File: src/hdl/mexp_pkg.sv
// ----------------------------------------------------------------------------
// mexp_pkg
// shared types and constants of the modular exponentiation block
// ----------------------------------------------------------------------------
package mexp_pkg;

    localparam logic [63:0] MODULUS_RESET = 64'd1000000007;
    localparam int unsigned INV_EXP_OFFSET = 2;

    // operation codes on the input tuser
    localparam logic OP_POWER   = 1'b0;
    localparam logic OP_INVERSE = 1'b1;

    // operand selection of the modular multiplier
    typedef enum logic [2:0] {
        MOP_REDUCE = 3'b001,
        MOP_MUL    = 3'b010,
        MOP_SQR    = 3'b100
    } t_mop;

    typedef struct packed {
        logic load;
        logic mul_start;
        t_mop mul_op;
        logic e_shift;
    } t_cmd;

    typedef struct packed {
        logic mul_busy;
        logic e_zero;
        logic e_lsb;
        logic m_small;
    } t_sts;

endpackage

File: src/hdl/mexp_ctrl.sv
// ----------------------------------------------------------------------------
// mexp_ctrl
// sequencer for right-to-left square and multiply
// ----------------------------------------------------------------------------
module mexp_ctrl (
    input  logic            i_clk,
    input  logic            i_rst_n,
    input  logic            i_in_valid,
    output logic            o_in_ready,
    input  logic            i_out_free,
    output logic            o_emit,
    input  mexp_pkg::t_sts  i_sts,
    output mexp_pkg::t_cmd  o_cmd
);

    typedef enum logic [6:0] {
        S_IDLE  = 7'b0000001,
        S_RED   = 7'b0000010,
        S_RWAIT = 7'b0000100,
        S_STEP  = 7'b0001000,
        S_MWAIT = 7'b0010000,
        S_SWAIT = 7'b0100000,
        S_FIN   = 7'b1000000
    } t_state;

    t_state r_state;
    t_state n_state;

    always_ff @(posedge i_clk) begin
        if (!i_rst_n) begin
            r_state <= S_IDLE;
        end else begin
            r_state <= n_state;
        end
    end

    always_comb begin
        n_state         = r_state;
        o_cmd.load      = 1'b0;
        o_cmd.mul_start = 1'b0;
        o_cmd.mul_op    = mexp_pkg::MOP_REDUCE;
        o_cmd.e_shift   = 1'b0;
        o_in_ready      = 1'b0;
        o_emit          = 1'b0;
        case (r_state)
            S_IDLE: begin
                o_in_ready = 1'b1;
                if (i_in_valid) begin
                    o_cmd.load = 1'b1;
                    n_state    = S_RED;
                end
            end
            S_RED: begin
                if (i_sts.m_small) begin
                    n_state = S_FIN;
                end else begin
                    o_cmd.mul_start = 1'b1;
                    o_cmd.mul_op    = mexp_pkg::MOP_REDUCE;
                    n_state         = S_RWAIT;
                end
            end
            S_RWAIT: begin
                if (!i_sts.mul_busy) begin
                    n_state = S_STEP;
                end
            end
            S_STEP: begin
                if (i_sts.e_zero) begin
                    n_state = S_FIN;
                end else if (i_sts.e_lsb) begin
                    o_cmd.mul_start = 1'b1;
                    o_cmd.mul_op    = mexp_pkg::MOP_MUL;
                    n_state         = S_MWAIT;
                end else begin
                    o_cmd.mul_start = 1'b1;
                    o_cmd.mul_op    = mexp_pkg::MOP_SQR;
                    o_cmd.e_shift   = 1'b1;
                    n_state         = S_SWAIT;
                end
            end
            S_MWAIT: begin
                if (!i_sts.mul_busy) begin
                    o_cmd.mul_start = 1'b1;
                    o_cmd.mul_op    = mexp_pkg::MOP_SQR;
                    o_cmd.e_shift   = 1'b1;
                    n_state         = S_SWAIT;
                end
            end
            S_SWAIT: begin
                if (!i_sts.mul_busy) begin
                    n_state = S_STEP;
                end
            end
            S_FIN: begin
                if (i_out_free) begin
                    o_emit  = 1'b1;
                    n_state = S_IDLE;
                end
            end
            default: begin
                n_state = S_IDLE;
            end
        endcase
    end

endmodule

File: src/hdl/mexp_dp.sv
// ----------------------------------------------------------------------------
// mexp_dp
// operand registers, exponent shifter and bit-serial modular multiplier
// ----------------------------------------------------------------------------
module mexp_dp #(
    parameter int unsigned MOD_WIDTH = 31,
    parameter int unsigned EXP_WIDTH = 63
) (
    input  logic                 i_clk,
    input  logic                 i_rst_n,
    input  mexp_pkg::t_cmd       i_cmd,
    output mexp_pkg::t_sts       o_sts,
    input  logic [MOD_WIDTH-1:0] i_modulus,
    input  logic                 i_operation,
    input  logic [MOD_WIDTH-1:0] i_base,
    input  logic [EXP_WIDTH-1:0] i_exponent,
    output logic [MOD_WIDTH-1:0] o_result
);

    localparam int unsigned EW = (EXP_WIDTH > MOD_WIDTH) ? EXP_WIDTH : MOD_WIDTH;
    localparam int unsigned SW = MOD_WIDTH + 2;
    localparam int unsigned CW = $clog2(MOD_WIDTH + 1);

    logic [MOD_WIDTH-1:0] r_m;
    logic [MOD_WIDTH-1:0] r_acc;
    logic [MOD_WIDTH-1:0] r_b;
    logic [EW-1:0]        r_e;
    logic [MOD_WIDTH-1:0] r_mp;
    logic [MOD_WIDTH-1:0] r_mx;
    logic [MOD_WIDTH-1:0] r_my;
    logic [CW-1:0]        r_cnt;
    logic                 r_mbusy;
    mexp_pkg::t_mop       r_mop;

    logic [SW-1:0]        w_sum;
    logic [SW-1:0]        w_m1;
    logic [SW-1:0]        w_m2;
    logic [SW-1:0]        w_red;
    logic [MOD_WIDTH-1:0] n_mp;

    // one multiplier bit per cycle, msb first
    assign w_m1  = SW'(r_m);
    assign w_m2  = SW'(r_m) << 1;
    assign w_sum = (SW'(r_mp) << 1) + (r_my[MOD_WIDTH-1] ? SW'(r_mx) : SW'(0));

    always_comb begin
        if (w_sum >= w_m2) begin
            w_red = w_sum - w_m2;
        end else if (w_sum >= w_m1) begin
            w_red = w_sum - w_m1;
        end else begin
            w_red = w_sum;
        end
        n_mp = w_red[MOD_WIDTH-1:0];
    end

    always_ff @(posedge i_clk) begin
        if (!i_rst_n) begin
            r_mbusy <= 1'b0;
            r_cnt   <= '0;
            r_m     <= '0;
        end else begin
            if (i_cmd.load) begin
                r_m <= i_modulus;
            end
            if (i_cmd.mul_start) begin
                r_mbusy <= 1'b1;
                r_cnt   <= CW'(MOD_WIDTH);
            end else if (r_mbusy) begin
                r_cnt <= r_cnt - CW'(1);
                if (r_cnt == CW'(1)) begin
                    r_mbusy <= 1'b0;
                end
            end
        end
    end

    always_ff @(posedge i_clk) begin
        if (i_cmd.load) begin
            r_b   <= i_base;
            r_acc <= MOD_WIDTH'(1);
            if (i_operation == mexp_pkg::OP_INVERSE) begin
                r_e <= EW'(i_modulus) - EW'(mexp_pkg::INV_EXP_OFFSET);
            end else begin
                r_e <= EW'(i_exponent);
            end
        end else begin
            if (i_cmd.e_shift) begin
                r_e <= r_e >> 1;
            end
            if (r_mbusy && r_cnt == CW'(1)) begin
                case (r_mop)
                    mexp_pkg::MOP_MUL: begin
                        r_acc <= n_mp;
                    end
                    default: begin
                        r_b <= n_mp;
                    end
                endcase
            end
        end
        if (i_cmd.mul_start) begin
            r_mp  <= '0;
            r_mop <= i_cmd.mul_op;
            case (i_cmd.mul_op)
                mexp_pkg::MOP_REDUCE: begin
                    r_mx <= MOD_WIDTH'(1);
                    r_my <= r_b;
                end
                mexp_pkg::MOP_MUL: begin
                    r_mx <= r_b;
                    r_my <= r_acc;
                end
                default: begin
                    r_mx <= r_b;
                    r_my <= r_b;
                end
            endcase
        end else if (r_mbusy) begin
            r_mp <= n_mp;
            r_my <= r_my << 1;
        end
    end

    assign o_sts.mul_busy = r_mbusy;
    assign o_sts.e_zero   = (r_e == '0);
    assign o_sts.e_lsb    = r_e[0];
    assign o_sts.m_small  = (r_m < MOD_WIDTH'(2));
    assign o_result       = o_sts.m_small ? '0 : r_acc;

    // partial product stays reduced during a multiplication
    a_mp_reduced: assert property (@(posedge i_clk) disable iff (!i_rst_n)
        (r_mbusy && !o_sts.m_small) |=> (r_mp < r_m))
        else $error("partial product not reduced");

    // accumulator stays reduced once loaded
    a_acc_reduced: assert property (@(posedge i_clk) disable iff (!i_rst_n)
        (!o_sts.m_small && !r_mbusy) |-> (r_acc < r_m))
        else $error("accumulator not reduced");

    // bit counter runs exactly while the multiplier is busy
    a_cnt_busy: assert property (@(posedge i_clk) disable iff (!i_rst_n)
        r_mbusy == (r_cnt != '0))
        else $error("multiplier counter out of step");

    // no new multiplication starts while one is running
    a_no_overlap: assert property (@(posedge i_clk) disable iff (!i_rst_n)
        r_mbusy |-> !i_cmd.mul_start)
        else $error("multiplier restarted while busy");

endmodule

File: src/hdl/modular_exponentiation.sv
// ----------------------------------------------------------------------------
// modular_exponentiation
// base to the power of an exponent modulo a configured modulus
// ----------------------------------------------------------------------------
// input word: tdata holds base (low bits) then exponent, tuser the operation
// (0 power, 1 inverse by exponent modulus minus two). output word: result.
// the modulus, written through i_cfg_we / i_cfg_wdata, resets to 1000000007;
// the user must write it only while idle, the block does not enforce that.
// one word is processed at a time: s_axis_tready is high only in S_IDLE.
// sequence: a base reduction, then per exponent bit a check, a multiply for a
// one bit and a squaring, then a final check and the output register. the
// bit-serial modular multiplier works one multiplier bit per cycle. a modulus
// below two skips the reduction and the exponent bits and gives 0.
// a result sits in the output register until m_axis_tready; the next input
// word is accepted meanwhile, and a finished result waits in the sequencer
// while the output register is full.
// reset is synchronous, active low, and clears the sequencer and output valid.
// ----------------------------------------------------------------------------
module modular_exponentiation #(
    parameter int unsigned MOD_WIDTH = 31,
    parameter int unsigned EXP_WIDTH = 63
) (
    input  logic                 i_clk,
    input  logic                 i_rst_n,
    input  logic                 i_cfg_we,
    input  logic [MOD_WIDTH-1:0] i_cfg_wdata,
    input  logic                 s_axis_tvalid,
    output logic                 s_axis_tready,
    // base, exponent, zero fill
    input  logic [((MOD_WIDTH+EXP_WIDTH+7)/8)*8-1:0] s_axis_tdata,
    // operation
    input  logic [0:0]           s_axis_tuser,
    output logic                 m_axis_tvalid,
    input  logic                 m_axis_tready,
    // result, zero fill
    output logic [((MOD_WIDTH+7)/8)*8-1:0] m_axis_tdata
);

    localparam int unsigned OUT_W = ((MOD_WIDTH + 7) / 8) * 8;

    logic [MOD_WIDTH-1:0] r_modulus;
    logic                 r_out_valid;
    logic [MOD_WIDTH-1:0] r_out_result;

    mexp_pkg::t_cmd       w_cmd;
    mexp_pkg::t_sts       w_sts;
    logic                 w_emit;
    logic                 w_out_free;
    logic [MOD_WIDTH-1:0] w_result;

    always_ff @(posedge i_clk) begin
        if (!i_rst_n) begin
            r_modulus <= MOD_WIDTH'(mexp_pkg::MODULUS_RESET);
        end else if (i_cfg_we) begin
            r_modulus <= i_cfg_wdata;
        end
    end

    assign w_out_free = !r_out_valid || m_axis_tready;

    mexp_ctrl u_ctrl (
        .i_clk      (i_clk),
        .i_rst_n    (i_rst_n),
        .i_in_valid (s_axis_tvalid),
        .o_in_ready (s_axis_tready),
        .i_out_free (w_out_free),
        .o_emit     (w_emit),
        .i_sts      (w_sts),
        .o_cmd      (w_cmd)
    );

    mexp_dp #(
        .MOD_WIDTH (MOD_WIDTH),
        .EXP_WIDTH (EXP_WIDTH)
    ) u_dp (
        .i_clk       (i_clk),
        .i_rst_n     (i_rst_n),
        .i_cmd       (w_cmd),
        .o_sts       (w_sts),
        .i_modulus   (r_modulus),
        .i_operation (s_axis_tuser[0]),
        .i_base      (s_axis_tdata[MOD_WIDTH-1:0]),
        .i_exponent  (s_axis_tdata[MOD_WIDTH+EXP_WIDTH-1:MOD_WIDTH]),
        .o_result    (w_result)
    );

    always_ff @(posedge i_clk) begin
        if (!i_rst_n) begin
            r_out_valid <= 1'b0;
        end else if (w_emit) begin
            r_out_valid <= 1'b1;
        end else if (m_axis_tready) begin
            r_out_valid <= 1'b0;
        end
    end

    always_ff @(posedge i_clk) begin
        if (w_emit) begin
            r_out_result <= w_result;
        end
    end

    assign m_axis_tvalid = r_out_valid;
    assign m_axis_tdata  = OUT_W'(r_out_result);

endmodule
File: config.mk
export PLATFORM = sky130hd
export DESIGN_NAME = modular_exponentiation
export DESIGN_NICKNAME = d
export VERILOG_FILES = /design/src/hdl/mexp_pkg.sv /design/src/hdl/mexp_ctrl.sv /design/src/hdl/mexp_dp.sv /design/src/hdl/modular_exponentiation.sv
export SDC_FILE = /design/constraint.sdc
export NUM_CORES = 1
export LEC_CHECK = 0
export ABC_AREA = 0
export BUFFER_PORTS_ARGS = -buffer_cell sky130_fd_sc_hd__buf_2
export CAP_MARGIN = 30
export CORE_ASPECT_RATIO = 0.9
export CORE_MARGIN = 2
export CORE_UTILIZATION = 45
export DETAILED_ROUTE_END_ITERATION = 6
export PLACE_DENSITY = 0.65
export REMOVE_ABC_BUFFERS = 1
export SYNTH_ARGS = -nofsm -noshare
export SYNTH_HDL_FRONTEND = slang
export SYNTH_SLANG_ARGS = --single-unit
File: constraint.sdc
create_clock -name i_clk -period 13.95 [get_ports i_clk]
set_input_delay 2.79 -clock i_clk [delete_from_list [all_inputs] [get_ports i_clk]]
set_output_delay 2.79 -clock i_clk [all_outputs]
set_load 0.1 [all_outputs]
==> impl_metrics.json <==
{
  "fin_cells": 2896,
  "timing.hold.ws_ps": 469.4,
  "grt_max_degree": 78,
  "clk_latency_ps": 550,
  "dieHeight_um": 202.3,
  "drtIter0Drc": 1443,
  "io_buffers": 163,
  "fill_cells": 4101,
  "ys_warn_count": 0,
  "grt_pass1_vias": 16030,
  "worstPathCellList": "and2_1 > ha_1 > a211oi_1 > o21ai_1 > a31o_2 > a21oi_1 > o21ai_0 > a21oi_1 > nor4_1 > nor3_1 > ha_1 > a21oi_1 > o21bai_1 > a21o_1 > a21o_1 > a221o_1 > nor3_1 > nand3_4 > mux2_2 > o21ai_0 > o21ai_0",
  "yosys.area.top_type": "edfxtp_1",
  "met2_usage": 0.4009,
  "ys_ff_latch": 328,
  "finalMaxSlewViolations": 0,
  "grt_setup_unrepaired": "false",
  "die_area_um2": 45390,
  "overflow": 0,
  "min_period_ps": 7575,
  "core_um2": 43060,
  "cts_buffers": 37,
  "arrival_ps": 7850,
  "path_clk_slew_ps": 70,
  "syn_area_per_cell_um2": 8.931,
  "synth_ff_type": "edfxtp_1",
  "clock.fmax_mhz": 132.0,
  "ant_nets": 0,
  "drt_wl_total_mm": 56.21,
  "setup_viol": 0,
  "cts-hold-fix-buffers": 0,
  "start_kind": "register",
  "worstMarginPinSlew_ps": 987.5,
  "rows": 72,
  "antenna_found_initial": 3,
  "async_flop_share": 0,
  "die_w_um": 224.4,
  "synthCells": 2202,
  "synth.distinct_cells": 86,
  "finalHoldViolations": 0,
  "wire_per_inst_um": 19.41,
  "vias_per_cell": 5.762,
  "clockBufferDepth": 3,
  "nNetsFinal": 2541,
  "worstPathMaxFanout": 31,
  "synthTopCellsByArea": "edfxtp_1 29%, dfxtp_1 14%, ha_1 6.0%, nand2_1 5.9%, a21oi_1 5.2%",
  "finalSetupTns_ps": 0,
  "critPathMaxStageDelay_ps": 960,
  "root_buffer": "clkbuf_16",
  "dpl_worst_slack_ps": 6522,
  "place_congestion": 0.9476,
  "grt.busiest_layer": "met2",
  "grt_pass1_wl_mm": 88.22,
  "met3_usage": 0.03009,
  "place_inst": 2826,
  "drc": 0,
  "clock-sinks": 328,
  "dr.pass1.iters": 5,
  "dr_total_vias": 16690,
  "worstSetupPathType": "reg2reg",
  "hold_class": "reg2reg",
  "status": "finished, final reports clean",
  "hpwl_mm": 42.03,
  "end_kind": "register",
  "area_growth_pct": 12.92,
  "htreeDepth": 2,
  "synth_edf_count": 190,
  "cts_resized": 0,
  "timing.final.ws_setup_ps": 6375,
  "critPathSlowestCell": "edfxtp_1",
  "finClkSkew_ps": 18.08,
  "drive_gt1_frac": 0.1257,
  "period_share": 0.5430,
  "tritoncts": "done",
  "seq_area_frac_synth": 0.4306,
  "ios": 167,
  "cap_violations": 0,
  "netlist_area_um2": 19670,
  "slew_headroom": 0.3403,
  "synth_common_cells": "307 x nand2_1, 206 x a21oi_1, 190 x edfxtp_1, 179 x o21ai_0, 164 x nor2_1",
  "required_ps": 14230,
  "grt_use_met1": 0.3446,
  "yosysMostFrequentCell": "nand2_1",
  "grt_use_total": 0.2463,
  "yosys.area.top_type_share": 0.2901,
  "postCtsSetupRepairBufs": 0,
  "floorplan.initialDensity": 0.4567
}
[area by class of cell]
cell class | count | area, um2 | area share
multi-input cells | 1690 | 10530 | 0.4742
flip-flops and latches | 328 | 8468 | 0.3814
repair buffers | 188 | 1044 | 0.04699
clock buffers | 48 | 1007 | 0.04536
well taps | 555 | 694.4 | 0.03127
inverters | 65 | 244.0 | 0.01099
clock inverters | 19 | 210.2 | 0.009466
diodes | 3 | 7.507 | 0.0003381
[sequential cells by signal (all words and copies together) (netlist names), 3 cells and up]
signal / flops
u_ctrl.r_state: 7
r_modulus: 31
u_dp.r_e: 63
u_dp.r_mp: 31
u_dp.r_m: 31
u_dp.r_mop: 3
u_dp.r_mx: 31
u_dp.r_acc: 31
u_dp.r_cnt: 5
r_out_result: 31
u_dp.r_b: 31
u_dp.r_my: 31
[path summary, 6_finish.rpt]
check                                  start  depth (start not counted)  slack (ps)                    endpoint
setup / recovery     u_dp.r_my[30]$_DFFE_PP_                         21        6370       u_dp.r_b[1]$_DFFE_PP_
hold / removal    u_dp.r_acc[6]$_SDFFE_PP0P_                          2         470  u_dp.r_acc[6]$_SDFFE_PP0P_
setup reg to reg     u_dp.r_my[30]$_DFFE_PP_                         21        6370       u_dp.r_b[1]$_DFFE_PP_
hold reg to reg   u_dp.r_acc[6]$_SDFFE_PP0P_                          2         470  u_dp.r_acc[6]$_SDFFE_PP0P_
[critical path, delay by kind of cell, from the launching register on]
kind / cells / cell delay, ps
mux: 1 / 450
fa+ha+maj: 2 / 670
simple gates: 5 / 2210
compound gates: 13 / 2980
flops: 1 / 960
[routing by layer]
layer	routed length, um	part of all wire
met5	0	0
met1	26360	0.47
met3	2549	0.045
met2	25970	0.46
met4	1326	0.024
[stage by stage]
stage	util	cell area [um2]
final	0.5157	22210
after global routing	0.5157	22210
after CTS	0.5155	22200
after detailed placement	0.4872	20980
after global placement	0.4856	20910
after floorplan	-	19180
[kinds of logic after synthesis]
kind of cell               count (synthesis)  share of synthesized area
adders and majority gates                 98                    0.06350
AOI/OAI and AO/OA                        615                     0.1879
other                                      1                  0.0001907
and+or+nand+nor                          794                     0.1929
buffers and inverters                    184                    0.03697
muxes                                     87                    0.04562
xor gates and xnor gates                  95                    0.04231
DFF                                      328                     0.4306
[cells in the final DEF (no fill, tap or decap), types with 35 or more instances in the layout]
cell type	n
nand2_1	306
buf_2	163
nor2_1	162
ha_1	95
a21o_1	49
edfxtp_1	190
a21oi_1	206
and2_1	72
inv_1	63
nor3_1	35
dfxtp_1	138
o21ai_0	178
nor2b_1	39
nand3_1	39
xnor2_1	62
mux2i_1	72
clkbuf_16	37
Power is left out: the tool's default activity adds up to more than one toggle a clock period on the data nets, which glitch-free logic cannot reach.
